`config.mk`:
```
export PLATFORM = sky130hd
export DESIGN_NAME = horner_polynomial_evaluator
export DESIGN_NICKNAME = d
export VERILOG_FILES = /design/src/rtl/hpe_pkg.sv /design/src/rtl/hpe_serial_mul.sv /design/src/rtl/horner_polynomial_evaluator.sv
export SDC_FILE = /design/constraint.sdc
export NUM_CORES = 1
export LEC_CHECK = 0
export BUFFER_PORTS_ARGS = -buffer_cell sky130_fd_sc_hd__buf_2
export CAP_MARGIN = 20
export CORE_MARGIN = 2
export CORE_UTILIZATION = 55
export CTS_CLUSTER_SIZE = 20
export DETAILED_ROUTE_END_ITERATION = 12
export PLACE_DENSITY = 0.8
export SYNTH_ARGS = -nofsm -noshare
export SYNTH_HDL_FRONTEND = slang
export SYNTH_SLANG_ARGS = --single-unit
```
`constraint.sdc`:
```
create_clock -name clk -period 6.2 [get_ports clk]
set_input_delay 0.93 -clock clk [delete_from_list [all_inputs] [get_ports clk]]
set_output_delay 0.93 -clock clk [all_outputs]
set_load 0.05 [all_outputs]
```
`src/rtl/hpe_pkg.sv`:
```
// Shared types and constants for the Horner polynomial evaluator.
// Used by hpe_serial_mul and horner_polynomial_evaluator; depends on nothing.
`default_nettype none

package hpe_pkg;

    // field widths
    localparam int X_W        = 16;   // evaluation point, Q8.8
    localparam int COEF_W     = 16;   // integer coefficient
    localparam int FRAC_W     = 8;    // fraction bits of x and of the accumulator
    localparam int ACC_W      = 48;   // accumulator, Q40.8
    localparam int PROD_W     = ACC_W + X_W;
    localparam int DEG_W      = 3;
    localparam int CFG_IDX_W  = 3;
    localparam int CFG_DATA_W = 16;

    localparam int DEFAULT_MAX_DEGREE = 6;

    // configuration register indexes
    localparam logic [CFG_IDX_W-1:0] REG_DEGREE    = 3'd0;
    localparam logic [CFG_IDX_W-1:0] REG_COEF_BASE = 3'd1;

    // saturation limits of the accumulator
    localparam logic [ACC_W-1:0] ACC_MAX = {1'b0, {(ACC_W-1){1'b1}}};
    localparam logic [ACC_W-1:0] ACC_MIN = {1'b1, {(ACC_W-1){1'b0}}};

    typedef enum logic [1:0] {
        ST_IDLE,
        ST_MUL,
        ST_DONE
    } hpe_state_t;

endpackage

`default_nettype wire

```
`src/rtl/hpe_serial_mul.sv`:
```
// Bit-serial signed multiplier: 48-bit multiplicand times 16-bit multiplier,
// one multiplier bit per cycle, exact 64-bit product. Depends on hpe_pkg.
`default_nettype none

module hpe_serial_mul (
    input  wire logic                           clk,
    input  wire logic                           rst_n,
    input  wire logic                           go,
    input  wire logic [hpe_pkg::ACC_W-1:0]      multiplicand,
    input  wire logic [hpe_pkg::X_W-1:0]        multiplier,
    output logic                                done,
    output logic [hpe_pkg::PROD_W-1:0]          product
);

    localparam int HI_W  = hpe_pkg::ACC_W + 1;
    localparam int CNT_W = $clog2(hpe_pkg::X_W);

    logic [HI_W-1:0]             hi_reg, hi_next;
    logic [hpe_pkg::X_W-1:0]     lo_reg, lo_next;
    logic [hpe_pkg::ACC_W-1:0]   a_reg, a_next;
    logic [CNT_W-1:0]            cnt_reg, cnt_next;
    logic                        run_reg, run_next;
    logic                        done_reg, done_next;

    logic [HI_W-1:0]             addend;
    logic [HI_W-1:0]             sum;
    logic                        last_bit;

    // control registers
    always_ff @(posedge clk or negedge rst_n)
    begin
        if (!rst_n)
        begin
            cnt_reg  <= '0;
            run_reg  <= 1'b0;
            done_reg <= 1'b0;
        end
        else
        begin
            cnt_reg  <= cnt_next;
            run_reg  <= run_next;
            done_reg <= done_next;
        end
    end

    // datapath registers
    always_ff @(posedge clk)
    begin
        hi_reg <= hi_next;
        lo_reg <= lo_next;
        a_reg  <= a_next;
    end

    // one shift-add step; the sign bit of the multiplier carries negative weight
    always_comb
    begin
        last_bit  = (cnt_reg == CNT_W'(hpe_pkg::X_W - 1));
        addend    = lo_reg[0] ? {a_reg[hpe_pkg::ACC_W-1], a_reg} : '0;
        sum       = last_bit ? (hi_reg - addend) : (hi_reg + addend);

        hi_next   = hi_reg;
        lo_next   = lo_reg;
        a_next    = a_reg;
        cnt_next  = cnt_reg;
        run_next  = run_reg;
        done_next = 1'b0;

        if (go)
        begin
            hi_next  = '0;
            lo_next  = multiplier;
            a_next   = multiplicand;
            cnt_next = '0;
            run_next = 1'b1;
        end
        else if (run_reg)
        begin
            hi_next  = {sum[HI_W-1], sum[HI_W-1:1]};
            lo_next  = {sum[0], lo_reg[hpe_pkg::X_W-1:1]};
            cnt_next = cnt_reg + 1'b1;
            if (last_bit)
            begin
                run_next  = 1'b0;
                done_next = 1'b1;
            end
        end
    end

    assign done    = done_reg;
    assign product = {hi_reg[hpe_pkg::ACC_W-1:0], lo_reg};

endmodule

`default_nettype wire

```
`src/rtl/horner_polynomial_evaluator.sv`:
```
// Horner polynomial evaluator top level: configuration registers, step
// sequencer and saturating accumulate. Depends on hpe_pkg and hpe_serial_mul.
//
// Pulse start with x_value while busy is low; busy stays high until the result
// word has been shown. The result appears on poly_value, is_root and overflowed
// for exactly one cycle with done high, and must be taken in that cycle. The
// number of Horner steps is the programmed degree clamped to MAX_DEGREE:
// each step starts the bit-serial multiplier, which takes one bit of x per
// cycle, then shifts, saturates and adds the coefficient. Configuration
// writes are to be made only while busy is low; the block does not enforce it.
`default_nettype none

module horner_polynomial_evaluator #(
    parameter int MAX_DEGREE = hpe_pkg::DEFAULT_MAX_DEGREE
) (
    input  wire logic                                clk,
    input  wire logic                                rst_n,
    // configuration port
    input  wire logic                                cfg_write,
    input  wire logic [hpe_pkg::CFG_IDX_W-1:0]       cfg_index,
    input  wire logic [hpe_pkg::CFG_DATA_W-1:0]      cfg_data,
    // command side
    input  wire logic                                start,
    output logic                                     busy,
    input  wire logic signed [hpe_pkg::X_W-1:0]      x_value,
    // result side
    output logic                                     done,
    output logic signed [hpe_pkg::ACC_W-1:0]         poly_value,
    output logic                                     is_root,
    output logic                                     overflowed
);

    localparam int NUM_COEFS = MAX_DEGREE + 1;
    localparam int IDX_W     = $clog2(NUM_COEFS);
    localparam int SHIFT_W   = hpe_pkg::PROD_W - hpe_pkg::FRAC_W;
    localparam int EXT_W     = hpe_pkg::ACC_W - hpe_pkg::COEF_W - hpe_pkg::FRAC_W;

    hpe_pkg::hpe_state_t state_reg, state_next;

    logic [hpe_pkg::DEG_W-1:0]     degree_reg;
    logic [hpe_pkg::COEF_W-1:0]    coef_reg [NUM_COEFS];
    logic [IDX_W-1:0]              idx_reg, idx_next;
    logic [hpe_pkg::ACC_W-1:0]     acc_reg, acc_next;
    logic                          ovf_reg, ovf_next;
    logic [hpe_pkg::X_W-1:0]       x_reg, x_next;
    logic                          mul_go_reg, mul_go_next;

    logic [IDX_W-1:0]              deg_eff;
    logic [IDX_W-1:0]              coef_addr;
    logic [hpe_pkg::COEF_W-1:0]    coef_rd;
    logic [hpe_pkg::ACC_W-1:0]     coef_scaled;
    logic                          mul_done;
    logic [hpe_pkg::PROD_W-1:0]    mul_prod;
    logic [SHIFT_W-1:0]            prod_shift;
    logic                          prod_ovf;
    logic [hpe_pkg::ACC_W-1:0]     prod_sat;
    logic [hpe_pkg::ACC_W:0]       sum_wide;
    logic                          sum_ovf;
    logic [hpe_pkg::ACC_W-1:0]     sum_sat;

    // degree register
    always_ff @(posedge clk or negedge rst_n)
    begin
        if (!rst_n)
        begin
            degree_reg <= '0;
        end
        else if (cfg_write && cfg_index == hpe_pkg::REG_DEGREE)
        begin
            degree_reg <= cfg_data[hpe_pkg::DEG_W-1:0];
        end
    end

    // coefficient registers
    for (genvar k = 0; k < NUM_COEFS; k++)
    begin : g_coef
        always_ff @(posedge clk or negedge rst_n)
        begin
            if (!rst_n)
            begin
                coef_reg[k] <= '0;
            end
            else if (cfg_write &&
                     cfg_index == hpe_pkg::REG_COEF_BASE + hpe_pkg::CFG_IDX_W'(k))
            begin
                coef_reg[k] <= cfg_data[hpe_pkg::COEF_W-1:0];
            end
        end
    end

    // degree clamp and the single coefficient read port
    always_comb
    begin
        if (degree_reg > hpe_pkg::DEG_W'(MAX_DEGREE))
        begin
            deg_eff = IDX_W'(MAX_DEGREE);
        end
        else
        begin
            deg_eff = IDX_W'(degree_reg);
        end
        coef_addr   = (state_reg == hpe_pkg::ST_IDLE) ? deg_eff : (idx_reg - 1'b1);
        coef_rd     = (32'(coef_addr) < NUM_COEFS) ? coef_reg[coef_addr] : '0;
        coef_scaled = {{EXT_W{coef_rd[hpe_pkg::COEF_W-1]}}, coef_rd,
                       {hpe_pkg::FRAC_W{1'b0}}};
    end

    // serial multiplier
    hpe_serial_mul u_mul (
        .clk          (clk),
        .rst_n        (rst_n),
        .go           (mul_go_reg),
        .multiplicand (acc_reg),
        .multiplier   (x_reg),
        .done         (mul_done),
        .product      (mul_prod)
    );

    // rescale, saturate, add coefficient, saturate
    always_comb
    begin
        prod_shift = mul_prod[hpe_pkg::PROD_W-1:hpe_pkg::FRAC_W];
        prod_ovf   = !((&prod_shift[SHIFT_W-1:hpe_pkg::ACC_W-1]) ||
                       !(|prod_shift[SHIFT_W-1:hpe_pkg::ACC_W-1]));
        if (prod_ovf)
        begin
            prod_sat = prod_shift[SHIFT_W-1] ? hpe_pkg::ACC_MIN : hpe_pkg::ACC_MAX;
        end
        else
        begin
            prod_sat = prod_shift[hpe_pkg::ACC_W-1:0];
        end
        sum_wide = {prod_sat[hpe_pkg::ACC_W-1], prod_sat} +
                   {coef_scaled[hpe_pkg::ACC_W-1], coef_scaled};
        sum_ovf  = sum_wide[hpe_pkg::ACC_W] ^ sum_wide[hpe_pkg::ACC_W-1];
        if (sum_ovf)
        begin
            sum_sat = sum_wide[hpe_pkg::ACC_W] ? hpe_pkg::ACC_MIN : hpe_pkg::ACC_MAX;
        end
        else
        begin
            sum_sat = sum_wide[hpe_pkg::ACC_W-1:0];
        end
    end

    // state and control registers
    always_ff @(posedge clk or negedge rst_n)
    begin
        if (!rst_n)
        begin
            state_reg  <= hpe_pkg::ST_IDLE;
            idx_reg    <= '0;
            mul_go_reg <= 1'b0;
        end
        else
        begin
            state_reg  <= state_next;
            idx_reg    <= idx_next;
            mul_go_reg <= mul_go_next;
        end
    end

    // datapath registers
    always_ff @(posedge clk)
    begin
        acc_reg <= acc_next;
        ovf_reg <= ovf_next;
        x_reg   <= x_next;
    end

    // step sequencer
    always_comb
    begin
        state_next  = state_reg;
        idx_next    = idx_reg;
        acc_next    = acc_reg;
        ovf_next    = ovf_reg;
        x_next      = x_reg;
        mul_go_next = 1'b0;

        case (state_reg)
            hpe_pkg::ST_IDLE:
            begin
                if (start)
                begin
                    acc_next = coef_scaled;
                    ovf_next = 1'b0;
                    x_next   = x_value;
                    idx_next = deg_eff;
                    if (deg_eff == '0)
                    begin
                        state_next = hpe_pkg::ST_DONE;
                    end
                    else
                    begin
                        mul_go_next = 1'b1;
                        state_next  = hpe_pkg::ST_MUL;
                    end
                end
            end
            hpe_pkg::ST_MUL:
            begin
                if (mul_done)
                begin
                    acc_next = sum_sat;
                    ovf_next = ovf_reg | prod_ovf | sum_ovf;
                    idx_next = idx_reg - 1'b1;
                    if (idx_reg == IDX_W'(1))
                    begin
                        state_next = hpe_pkg::ST_DONE;
                    end
                    else
                    begin
                        mul_go_next = 1'b1;
                    end
                end
            end
            hpe_pkg::ST_DONE:
            begin
                state_next = hpe_pkg::ST_IDLE;
            end
            default:
            begin
                state_next = hpe_pkg::ST_IDLE;
            end
        endcase
    end

    // result word
    assign busy       = (state_reg != hpe_pkg::ST_IDLE);
    assign done       = (state_reg == hpe_pkg::ST_DONE);
    assign poly_value = acc_reg;
    assign is_root    = (acc_reg == '0);
    assign overflowed = ovf_reg;

    // multiplier finishes only while a step is waiting for it
    a_mul_done_in_step: assert property (@(posedge clk) disable iff (!rst_n)
        mul_done |-> state_reg == hpe_pkg::ST_MUL)
        else $error("multiplier finished outside a Horner step");

    // an accepted command makes the block busy
    a_start_busy: assert property (@(posedge clk) disable iff (!rst_n)
        start && !busy |=> busy)
        else $error("accepted command did not raise busy");

    // step counter stays within the coefficient set
    a_idx_range: assert property (@(posedge clk) disable iff (!rst_n)
        busy |-> 32'(idx_reg) <= MAX_DEGREE)
        else $error("step index beyond maximum degree");

    // the multiplier go pulse is never asserted twice in a row
    a_go_once: assert property (@(posedge clk) disable iff (!rst_n)
        mul_go_reg |=> !mul_go_reg)
        else $error("multiplier started on consecutive cycles");

endmodule

`default_nettype wire
```
; ---- After elaboration in Yosys (flattened, before gate mapping)
; Index checks and enable logic that the tools add are counted.
[word_totals]
ff_bits = 304
out_inout_bits = 52
[op_classes]
add_sub_neg = 5
muxes = 41
magnitude_cmp = 3
n_reduce_logical = 23
bitwise_logic = 4
n_eq_ne = 14
[op_table]
columns = operator, n
row1 = 48-bit two-way mux, 6
row2 = 49-bit two-way mux, 2
row3 = 48-bit case mux with 2 select lines, 1
row4 = 16-bit two-way mux, 5
row5 = 48-bit by 24-bit adder with 49-bit output, 1
row6 = 49-bit adder, 1
row7 = 49-bit subtractor, 1
row8 = 16-bit binary-select mux with 3-bit select, 1
row9 = 48-bit zero test, 1
row10 = "3-bit equality test, second input constant", 4
row11 = 1-bit two-way mux, 12
row12 = 3-bit two-way mux, 4
row13 = 9-bit AND reduction, 1
row14 = 9-bit OR reduction, 1
row15 = 1-bit logical AND, 8
row16 = 2-bit two-way mux, 4
row17 = 4-bit two-way mux, 2
row18 = "3-bit by 1-bit equality test with 1-bit output, second input constant", 2
row19 = "3-bit by 2-bit equality test with 1-bit output, second input constant", 2
row20 = 3-bit zero test, 2
row21 = 3-bit case mux with 2 select lines, 1
row22 = 3-bit AND reduction, 2
row23 = 2-bit nonzero test, 3
row24 = "4-bit by 1-bit adder with 4-bit output, second input constant", 1
row25 = 18 further kinds, 22

; ---- Depth between registers and ports, before layout
; Gate-level depths: netlist of the first run.
[depth]
ltp_word = 13
depth_mapped = 27

; ---- By module
; Synthesis of the first run repeated with hierarchy kept, for this count alone.
[hier_totals]
cells_unflattened = 2104
hier_area_um2 = 19737.7
[by_module_without_submodules]
columns = mod, area_per_inst_um2, instances, cells_each
row1 = horner_polynomial_evaluator, 11527.3, 1, 1173
row2 = hpe_serial_mul, 8210.4, 1, 931

; ---- Worst setup path after synthesis of the first run
; OpenSTA, ideal clock, no wires.
[synth_timing]
kind = flip-flop to flip-flop
start = reg state_reg[0]
end = reg acc_reg, in the netlist poly_value[42] (data pin)
arrival_ns = 5.000
n_path_buf = 3
slack_ns = 0.938
setup_ns = 0.262
path_stages_with_launch = 21
required_time_ns = 5.938
path_cell_list = dfrtp_1 -> buf_2 -> o21ai_0 -> o21a_1 -> buf_1 -> mux4_2 -> nand2_1 -> o21ai_0 -> ha_1 -> o211ai_1 -> o211a_1 -> o211ai_1 -> a31oi_1 -> or3_4 -> a211o_1 -> and3_1 -> buf_6 -> or4_1 -> o21ai_2 -> xor2_1 -> o21ai_1
[synth_between]
elab_chain_cells = 12
word_cells_on_any_way = 16
classes_between = add/sub: 1 / order compare: 1 / eq/ne: 1 / mux: 10 / bitwise: 2 / reduce/logical: 1
[synth_rtl]
columns = item, line_no
row1 = "start, declared", horner_polynomial_evaluator.sv:38  ; hpe_pkg::hpe_state_t state_reg, state_next;
row2 = "start signal, assigned", horner_polynomial_evaluator.sv:151  ; state_reg <= hpe_pkg::ST_IDLE;
row3 = "start signal, assigned", horner_polynomial_evaluator.sv:157  ; state_reg <= state_next;
row4 = 2-bit zero test, "horner_polynomial_evaluator.sv:102, horner_polynomial_evaluator.sv:181"
row5 = 3-bit two-way mux, horner_polynomial_evaluator.sv:102  ; coef_addr = (state_reg == hpe_pkg::ST_IDLE) ? deg_eff : (idx_reg - 1'b1);
row6 = 3-bit inverter with 4-bit output (implied by the code), horner_polynomial_evaluator.sv:103  ; coef_rd = (32'(coef_addr) < NUM_COEFS) ? coef_reg[coef_addr] : '0;
row7 = 16-bit binary-select mux with 3-bit select, horner_polynomial_evaluator.sv:103
row8 = 16-bit two-way mux (implied by the code) (2 in series), horner_polynomial_evaluator.sv:103
row9 = 16-bit two-way mux, horner_polynomial_evaluator.sv:103
row10 = 48-bit by 24-bit adder with 49-bit output, horner_polynomial_evaluator.sv:133  ; sum_wide = {prod_sat[hpe_pkg::ACC_W-1], prod_sat} +
row11 = 48-bit two-way mux or 1-bit XOR (tied branches), "horner_polynomial_evaluator.sv:138, horner_polynomial_evaluator.sv:135"
row12 = 48-bit two-way mux, horner_polynomial_evaluator.sv:136  ; if (sum_ovf)
row13 = 48-bit two-way mux, horner_polynomial_evaluator.sv:203  ; if (mul_done)
row14 = 48-bit case mux with 2 select lines *, horner_polynomial_evaluator.sv:181  ; case (state_reg)
row15 = "via acc_next, one bit", horner_polynomial_evaluator.sv:43  ; logic [hpe_pkg::ACC_W-1:0] acc_reg, acc_next;
row16 = "end signal, assigned", horner_polynomial_evaluator.sv:166  ; acc_reg <= acc_next;
row17 = "end, declared", horner_polynomial_evaluator.sv:43
; The timed path passes the listed nets; every way through them passes the cells marked *. The select of a mux whose other input is x is not followed.
; A chain may end at the register's enable or synchronous reset.

; ---- Worst setup path after layout of the first run
[layout_timing]
start = reg state_reg[0]
end = reg acc_reg, in the netlist poly_value[41] (data pin)
; Same word-level chain as after synthesis.

==> impl_metrics.ini, run 1 <==
[cells_and_area]
area_growth_syn_to_layout_pct = 10.7
n_antenna_cell = 0
layout_commonest_cell = nand2_1
final_layout_size_suffix_gt1_share_pct = 18.0
largest_reg_flops = 112
layout_common_cells = 211 x nand2_1, 162 x nor2_1, 152 x a21oi_1, 132 x mux2_2, 130 x o21ai_0
multiInputGateArea_sq_um = 10700
final-seq-area_sq_um = 8020
nFillCells = 2856
final_cells = 2541
num-nets-final = 2172

[global_route]
grt_pass1_vias = 15637
groute.usage.overall_pct = 30.5
grt.busiest_layer = met2
grt_pass1_wl_um = 86900
grt_antenna_before_repair = 1
met2_usage_pct = 46.9
gr-total-overflow = 0
grt_max_degree = 86
grt_util_met1_pct = 42.7
grt_use_met3_pct = 5.23

[floorplan]
num_rows = 68
dieWidth_um = 191
die-area_sq_um = 36500
io_pins = 91
core_sq_um = 34500
die_height_um = 191
initial_core_util_pct = 55.8

[clocking]
cts_setup_buffers = 0
clk_latency_ns = 0.56
cts_resized = 0
htreeDepth = 2
clkTransAtPathRegs_ns = 0.06
cts_hold_buf = 0
cts_buffers = 34
cts_tree = done
clockBufferDepth = 3
root_buffer = clkbuf_16
clkSinkCount = 304

[synth]
synth.distinct_cells = 89
synthArstFlopShare_pct = 41.8
yosysWarningCount = 0
synth_seq_area_share_pct = 41.6
syn_nets = 2118
synth_flop_cell = edfxtp_1
yosys.area_share.adder_pct = 4.81
synth-edff-count = 129
synth_compound_area_share_pct = 19.4
synthSimpleGateAreaFrac_pct = 15.2
synth_top_family_by_area = compound AO/OA/AOI/OAI gates
synth.cell_area_sq_um = 19300
synthCells = 2007
ys_ff_latch = 304
avgSynthCellArea_sq_um = 9.60
synth_mux_area_share_pct = 10.9
synth_xor_area_share_pct = 4.82

[timing]
rsz0062_at_grt = no
finalHoldViolCount = 0
fin_hold_ws_ns = 0.491
skew_ns = 0.0285
finalCritPeriodShare_pct = 95.4
setup_viol = 0
period_minus_slack_ns = 5.91
timing.final.ws_setup_ns = 0.286
relSlewSlack_pct = 23.2
worstMarginPinSlew_ns = 1.15
max_freq_mhz = 169
drv_slew = 0
setup_tns_ns = 0

[detailed_routing]
viasPerCell = 6.52
first_pass_iters = 6
antenna_left = 0
drtIter0Drc = 1752
routed_wl_um = 55700
dr_total_vias = 16558
route.detailed.drc = 0
wl_per_cell_um = 21.9

[outcome]
status = finished, final reports clean

[power_and_ir_drop]
swShare_pct = 41.6
power_density_nw_per_um2 = 467
internal_power_mw = 5.83
pwr-share-comb_pct = 48.1
seq_power_share_pct = 32.0
ir_drop_v = 0.000270
power.switching_mw = 4.15
clockPowerShare_pct = 19.8
p_leak_nw = 8.66

[place]
globalplace.congestion = 0.974
place_inst = 2475
place_ws_ns = 0.326
port_buffers = 90
hpwl_um = 40100

[setup_path]
cp-end-kind = register
critical_path_class = reg2reg
critPathArrivalTime_ns = 6.19
worstPathMaxFanout = 19
cp.required_ns = 6.48
start_kind = register

[worst_hold_path]
hold_class = reg2reg

[job]
max_cap_violations = 0
[area by class of cell]
type                    count  share of cell area, %
flip-flops and latches    304                   37.6
clock inverters            13                  0.534
multi-input cells        1549                   50.1
well taps                 455                   2.67
clock buffers              48                   4.57
inverters                  38                  0.669
repair buffers            134                   3.93
[synthesized netlist by cell type, types with 6 or more instances]
cell type	count	area (sq um)
clkbuf_1	75	282
o311ai_0	7	61.3
nor2b_1	13	81.3
a211oi_1	24	180
nand4_1	21	131
o21a_1	14	105
a21o_1	63	473
xor2_1	51	447
nor3_1	41	205
a211oi_2	10	125
and2_1	12	75.1
buf_2	14	70.1
a31oi_1	34	213
or4_1	10	75.1
or3_1	20	125
buf_1	22	82.6
o31ai_1	21	158
dfxtp_1	48	961
a21oi_1	154	771
edfxtp_1	129	3870
xnor2_1	55	482
o22ai_1	11	68.8
and3_1	14	87.6
mux4_2	15	338
nand2b_1	21	131
and4_1	6	52.6
inv_1	37	139
nand3_1	38	190
nor4_1	19	119
ha_1	70	876
or2_2	6	37.5
mux2_2	132	1490
nor3b_1	6	45.0
o21ai_0	132	661
mux2i_1	26	260
a211o_1	9	78.8
nand2_1	211	792
dfrtp_1	127	3180
a41oi_1	6	52.6
o21bai_1	11	82.6
nand4b_1	7	61.3
nor2_1	162	608
o211ai_1	14	105
[cell families after synthesis]
group	after synthesis
AOI/OAI and AO/OA	576
xor gates and xnor gates	106
adders and majority gates	73
buffers and inverters	154
DFF	304
muxes	174
and+or+nand+nor	620
[routing by layer]
| layer | vias to the layer above | share of wire (%) | wire (um) |
|---|---|---|---|
| li1 | 7580 | - | - |
| met1 | 8010 | 41 | 23000 |
| met2 | 824 | 45 | 25200 |
| met3 | 142 | 9.7 | 5400 |
| met4 | 2 | 3.8 | 2120 |
| met5 | - | 0.023 | 13 |
[critical path, stage by stage, from the launching register on]
cell	delay [ns]
dfrtp_1	0.48
nor2_1	0.10
inv_1	0.33
o21a_1	0.31
buf_12	0.20
mux4_2	0.51
nand2_1	0.08
o21ai_0	0.26
fa_1	0.58
a211oi_1	0.34
o211a_1	0.25
o211ai_1	0.12
a31oi_1	0.48
or3_4	0.25
a211o_1	0.17
a21oi_2	0.09
nand2_1	0.11
and2_1	0.25
or2_0	0.48
o21ai_0	0.20
[per-stage QoR]
stage          power (mW)  utilization [%]  instance area, sq um
3_5_place_dp         7.86             58.4                 20200
2_1_floorplan        6.70                -                 19300
5_1_grt              10.6             61.8                 21300
6_report             9.97             61.8                 21300
3_3_place_gp         7.72             58.4                 20200
4_1_cts              9.86             61.5                 21200
[path summary, 6_finish.rpt]
path | end | startpoint | cells past startpoint | slack [ns]
min in group asynchronous | coef_reg[88] | rst_n | 1 | 0.53
min reg2reg | u_mul.a_reg[46] | poly_value[46] | 0 | 0.49
max reg2reg | poly_value[41] | state_reg[0] | 19 | 0.29
max | poly_value[41] | state_reg[0] | 19 | 0.29
min | u_mul.a_reg[46] | poly_value[46] | 0 | 0.49
max in group asynchronous | coef_reg[48] | rst_n | 2 | 4.42
[power groups by stage]
stage	Combinational [mW]	Clock (mW)	Sequential (mW)
finish	4.80	1.98	3.20
CTS	4.70	2.01	3.16
global placement	4.55	0	3.17
detailed placement	4.67	0	3.19
floorplan	3.80	0	2.90
global route	5.28	2.08	3.22
No activity file was read; power rests on OpenSTA's default activity.
==> inputs of run 2 (changes only) <==
Settings changed: CORE_ASPECT_RATIO set to 0.8.
==> run 2 against run 1 <==
Worst hold slack worse by 0.12 ns. Combinational power is 1% higher. Cell area is 1.2% higher. Fmax is 0.57% lower. Total power is 3.0% higher. Global-route usage is 0.57 points higher. Largest power group unchanged. Sequential share of layout area is 0.43 points lower. Core utilization is 0.52 points higher. First-iteration DRC count is 17% higher. Largest cell class unchanged. Via count is 2.1% higher. Worst setup slack worse by 0.034 ns.
==> impl_metrics.ini, run 2 (synthesis gave the netlist of run 1 again) <==
[outcome]
status = finished, final reports clean

[timing]
worstMarginPinSlew_ns = 0.987
drv_slew = 0
setup_viol = 0
max_freq_mhz = 168
relSlewSlack_pct = 33.7
finalHoldViolCount = 0
skew_ns = 0.0283
period_minus_slack_ns = 5.95
setup_tns_ns = 0
finalCritPeriodShare_pct = 95.9
timing.final.ws_setup_ns = 0.252

[cells_and_area]
final_layout_size_suffix_gt1_share_pct = 18.8
final_area_sq_um = 21600
layout_commonest_cell = nand2_1
final_core_util_pct = 62.3
multiInputGateArea_sq_um = 10700
largest_reg_flops = 112
final-seq-area_sq_um = 8020
num-nets-final = 2180
layout_common_cells = 211 x nand2_1, 161 x nor2_1, 151 x a21oi_1, 132 x mux2_2, 131 x o21ai_0
n_antenna_cell = 0
area_growth_syn_to_layout_pct = 12.0
nFillCells = 2772

[clocking]
clkSinkCount = 304
cts_buffers = 34
root_buffer = clkbuf_16
cts_setup_buffers = 0
htreeDepth = 2
clkTransAtPathRegs_ns = 0.06
cts_hold_buf = 0
cts_tree = done
clockBufferDepth = 3
clk_latency_ns = 0.54

[setup_path]
reg2reg_slack_ns = 0.25
start_kind = register
worstPathMaxFanout = 26
critPathSlowestCell = dfrtp_1
cp.required_ns = 6.59
cp-end-kind = register
path_cells = nor2_1 -> inv_1 -> buf_4 -> a21oi_2 -> buf_12 -> nand2_1 -> a21oi_1 -> a21oi_1 -> o21ai_0 -> ha_1 -> fa_1 -> a211oi_1 -> o211a_1 -> o211ai_1 -> a31oi_2 -> or3_4 -> a211o_1 -> a21oi_2 -> nand2_1 -> or2_1 -> buf_4 -> a31oi_1 -> a2bb2oi_1
critical_path_class = reg2reg
critPathArrivalTime_ns = 6.34
critPathMaxStageDelay_ns = 0.47

[floorplan]
io_pins = 91
dieWidth_um = 213
num_rows = 61
die-area_sq_um = 36600
die_height_um = 171
core_sq_um = 34700
initial_core_util_pct = 55.6

[detailed_routing]
first_pass_iters = 6
wl_per_cell_um = 22.3
route.detailed.drc = 0
antenna_left = 0
viasPerCell = 6.58
drtIter0Drc = 2055
dr_total_vias = 16902
route.met2.wl_um = 23800
drt-met1-wl_um = 24200
routed_wl_um = 57200
dr_wl_met3_um = 7110
top_layer_used = met4

[global_route]
groute.usage.overall_pct = 31.1
grt_max_degree = 87
grt_pass1_wl_um = 87900
gr-total-overflow = 0
grt_pass1_vias = 15456
grt_antenna_before_repair = 1

[place]
placed_area_sq_um = 20200
place_ws_ns = 0.340
port_buffers = 90
hpwl_um = 41500
globalplace.congestion = 1.02

[power_and_ir_drop]
power_density_nw_per_um2 = 476
ir_drop_v = 0.000305
finalPower_mw = 10.3
p_leak_nw = 8.75

[worst_hold_path]
hold_class = in2async

[job]
max_cap_violations = 0
-- run 2: changes by cell type in the layout (fill, tap and decap cells not counted), sizes merged --
cell	previous run	this run
clkinv	10	14
clkinvlp	1	2
bufinv	0	5
clkbuf	48	39
buf	134	142
-- run 2: what timing repair did --
item                       4_1_cts  5_1_grt
hold endpoints to repair         0        0
setup endpoints to repair        0       48
gates resized for setup          0        5
-- run 2: worst max-delay path: cells and delay by family (launching register included) --
kind | cells | cell delay, ns
compound gates | 12 | 2.71
simple gates | 5 | 1.22
buf+inv | 4 | 0.80
fa+ha+maj | 2 | 0.55
flops | 1 | 0.47
-- run 2: worst paths after layout --
path	from	cells after the start	to
max in group asynchronous	rst_n	3	u_mul.cnt_reg[0]
min in group clk	coef_reg[73]	1	coef_reg[73]
max	state_reg[0]	23	poly_value[36]
min	rst_n	1	idx_reg[0]
min reg2reg	coef_reg[73]	1	coef_reg[73]
max reg2reg	state_reg[0]	23	poly_value[36]
-- run 2: layout make-up --
| type | instances | area share (%) |
|---|---|---|
| tap | 472 | 2.74 |
| multi-input combinational | 1549 | 49.5 |
| sequential | 304 | 37.1 |
| clock buffer | 39 | 4.32 |
| inverter | 38 | 0.661 |
| timing repair buffer | 142 | 4.35 |
| clock inverter | 23 | 1.30 |
-- run 2: per-layer routing --
layer | vias up | global-route usage (%)
met5 | - | 0
met4 | 0 | 11.6
met3 | 154 | 8.31
met2 | 1040 | 44.1
met1 | 8111 | 45.4
li1 | 7597 | -
-- run 2: power by group --
group          leakage [nW]  internal, mW  total [mW]  switching [mW]
Sequential             3.11          2.66        3.22           0.561
Clock                 0.591          1.30        2.18           0.872
Combinational          5.05          2.07        4.87            2.80
Total                  8.75          6.03        10.3            4.24
-- run 2: through the flow --
stage,cells,hold slack (ns)
after detailed placement,2499,0.489
after global placement,2498,0.481
after CTS,2561,0.379
after global routing,2567,0.417
after floorplan,2007,0.453
final,2567,0.374
==> inputs of run 3 (changes only) <==
Settings changed: CTS_BUF_LIST set to sky130_fd_sc_hd__clkbuf_16, REMOVE_ABC_BUFFERS set to 1, SKIP_LAST_GASP set to 1.
==> run 3 against run 2 <==
Worst setup slack gained 0.075 ns. Non-clock buffer count stayed put. Wire length rose by 2.8%. Combinational power rose by 1%. Sequential share of layout area about the same. Register-to-register slack improved by 0.07 ns. Clock skew down 0.0051 ns. Clock power hardly changed. First-iteration DRC count is 9.1% higher. Total power grew 0.63%. Core utilization is essentially flat. Largest cell class unchanged. Highest routed layer unchanged.
==> impl_metrics.ini, run 3 (synthesis gave the netlist of run 1 again) <==
[timing]
max_freq_mhz = 170
setup_viol = 0
timing.final.ws_setup_ns = 0.327
relSlewSlack_pct = 27.3
finalHoldViolCount = 0
period_minus_slack_ns = 5.87
skew_ns = 0.0232
finalCritPeriodShare_pct = 94.7
rsz0062_at_grt = yes
fin_hold_ws_ns = 0.324
worstMarginPinSlew_ns = 1.08
drv_slew = 0

[cells_and_area]
layout_commonest_cell = nand2_1
num-nets-final = 2180
final_cells = 2568
largest_reg_flops = 112
area_growth_syn_to_layout_pct = 11.9
final_layout_size_suffix_gt1_share_pct = 18.7
layout_common_cells = 211 x nand2_1, 161 x nor2_1, 151 x a21oi_1, 132 x mux2_2, 130 x o21ai_0

[global_route]
grt_antenna_before_repair = 1
groute.usage.overall_pct = 32.4
grt_pass1_vias = 15803
gr-total-overflow = 0
grt_pass1_wl_um = 91200
grt_max_degree = 82

[clocking]
clkTransAtPathRegs_ns = 0.06
cts_setup_buffers = 0
cts_buffers = 34
clockBufferDepth = 3
cts_hold_buf = 0
clkSinkCount = 304
htreeDepth = 2
clk_latency_ns = 0.55
cts_tree = done
root_buffer = clkbuf_16

[floorplan]
initial_core_util_pct = 55.6
io_pins = 91
die-area_sq_um = 36600
num_rows = 61
core_sq_um = 34700
die_height_um = 171
dieWidth_um = 213

[setup_path]
critPathSlowestCell = nor3_1
start_kind = register
r2r_start = u_mul.hi_reg[45]
reg2reg_to = poly_value[43]
path_cells = buf_4 -> nand4_1 -> nor3_1 -> nor2_1 -> nor2_1 -> nor2_1 -> ha_1 -> a211oi_1 -> o21bai_1 -> a211o_1 -> o31ai_1 -> buf_4 -> nand2_1 -> a22oi_1 -> nand2_1 -> a21oi_1 -> mux2i_1 -> a311oi_2 -> buf_4 -> o21ai_0
reg2reg_slack_ns = 0.33
r2r_cells = 20
worstPathMaxFanout = 15
critPathMaxStageDelay_ns = 0.70
cp-end-kind = register
critPathArrivalTime_ns = 6.15
critical_path_class = reg2reg
cp.required_ns = 6.47

[place]
place_inst = 2502
hpwl_um = 42300
place_ws_ns = 0.397
globalplace.congestion = 1.00
port_buffers = 90

[worst_hold_path]
hold_class = in2async

[detailed_routing]
drtIter0Drc = 2243
dr_total_vias = 16827
first_pass_iters = 6
antenna_left = 0
routed_wl_um = 58800
route.detailed.drc = 0
wl_per_cell_um = 22.9
viasPerCell = 6.55

[power_and_ir_drop]
p_leak_nw = 8.77
ir_drop_v = 0.000265
power_density_nw_per_um2 = 479

[job]
max_cap_violations = 0

[outcome]
status = finished, final reports clean
[run 3: cell types whose count changed in the layout (fill, tap and decap cells not counted), sizes merged]
cell    before  now
bufinv       5    6
clkbuf      39   36
clkinv      14   10
diode        0    1
inv         40   46
[run 3: layout make-up]
cell class	count	area (sq um)
multi-input combinational	1549	10700
fill	2787	13100
sequential	304	8020
tap	472	591
inverter	38	143
clock buffer	36	901
clock inverter	26	308
timing repair buffer	142	923
antenna	1	2.50
[run 3: what timing repair did]
action | in CTS | in global routing
gates resized for setup | 0 | 8
hold endpoints to repair | 0 | 0
endpoints found under the setup margin | 0 | 48
[run 3: layer usage]
layer	GRT usage [%]	share of wire, %	vias to the layer above	routed length [um]
li1	-	-	7580	-
met1	49.3	43	8100	25400
met2	46.0	41	1003	24200
met3	6.26	12	144	7150
met4	11.1	3.4	0	2000
met5	0	0	-	0
[run 3: how the worst max path moves through the flow]
| stage | startpoint | to | slack, ns | depth (start not counted) |
|---|---|---|---|---|
| global placement | state_reg[0] | poly_value[5] | 0.51 | 20 |
| floorplan | state_reg[0] | poly_value[32] | -0.58 | 18 |
| detailed placement | state_reg[0] | poly_value[1] | 0.40 | 20 |
| global route | u_mul.hi_reg[44] | poly_value[39] | -0.0002 | 19 |
| CTS | state_reg[0] | poly_value[41] | 0.26 | 20 |
| finish | u_mul.hi_reg[45] | poly_value[43] | 0.33 | 20 |
[run 3: power by group]
group	internal (mW)	switching [mW]	leakage, nW
Clock	1.32	0.877	0.603
Combinational	2.08	2.86	5.06
Sequential	2.66	0.544	3.11
[run 3: critical path, delay by kind of cell (launching register included)]
| kind | cells | cell delay (ns) |
|---|---|---|
| buffers and inverters | 3 | 0.64 |
| AO/OA/AOI/OAI | 8 | 2.02 |
| AND/OR/NAND/NOR | 7 | 2.07 |
| multiplexers | 1 | 0.12 |
| adder cells (fa/ha/maj) | 1 | 0.33 |
| flip-flops | 1 | 0.42 |
[run 3: stage by stage]
stage / utilization [%] / setup TNS [ns] / power, mW / area, sq um
finish: 62.2 / 0 / 10.3 / 21600
global route: 62.2 / -0.000163 / 10.9 / 21600
CTS: 62.0 / 0 / 10.2 / 21500
detailed placement: 58.5 / 0 / 7.93 / 20300
global placement: 58.4 / 0 / 7.79 / 20200
floorplan: - / -20.10 / 6.57 / 18800
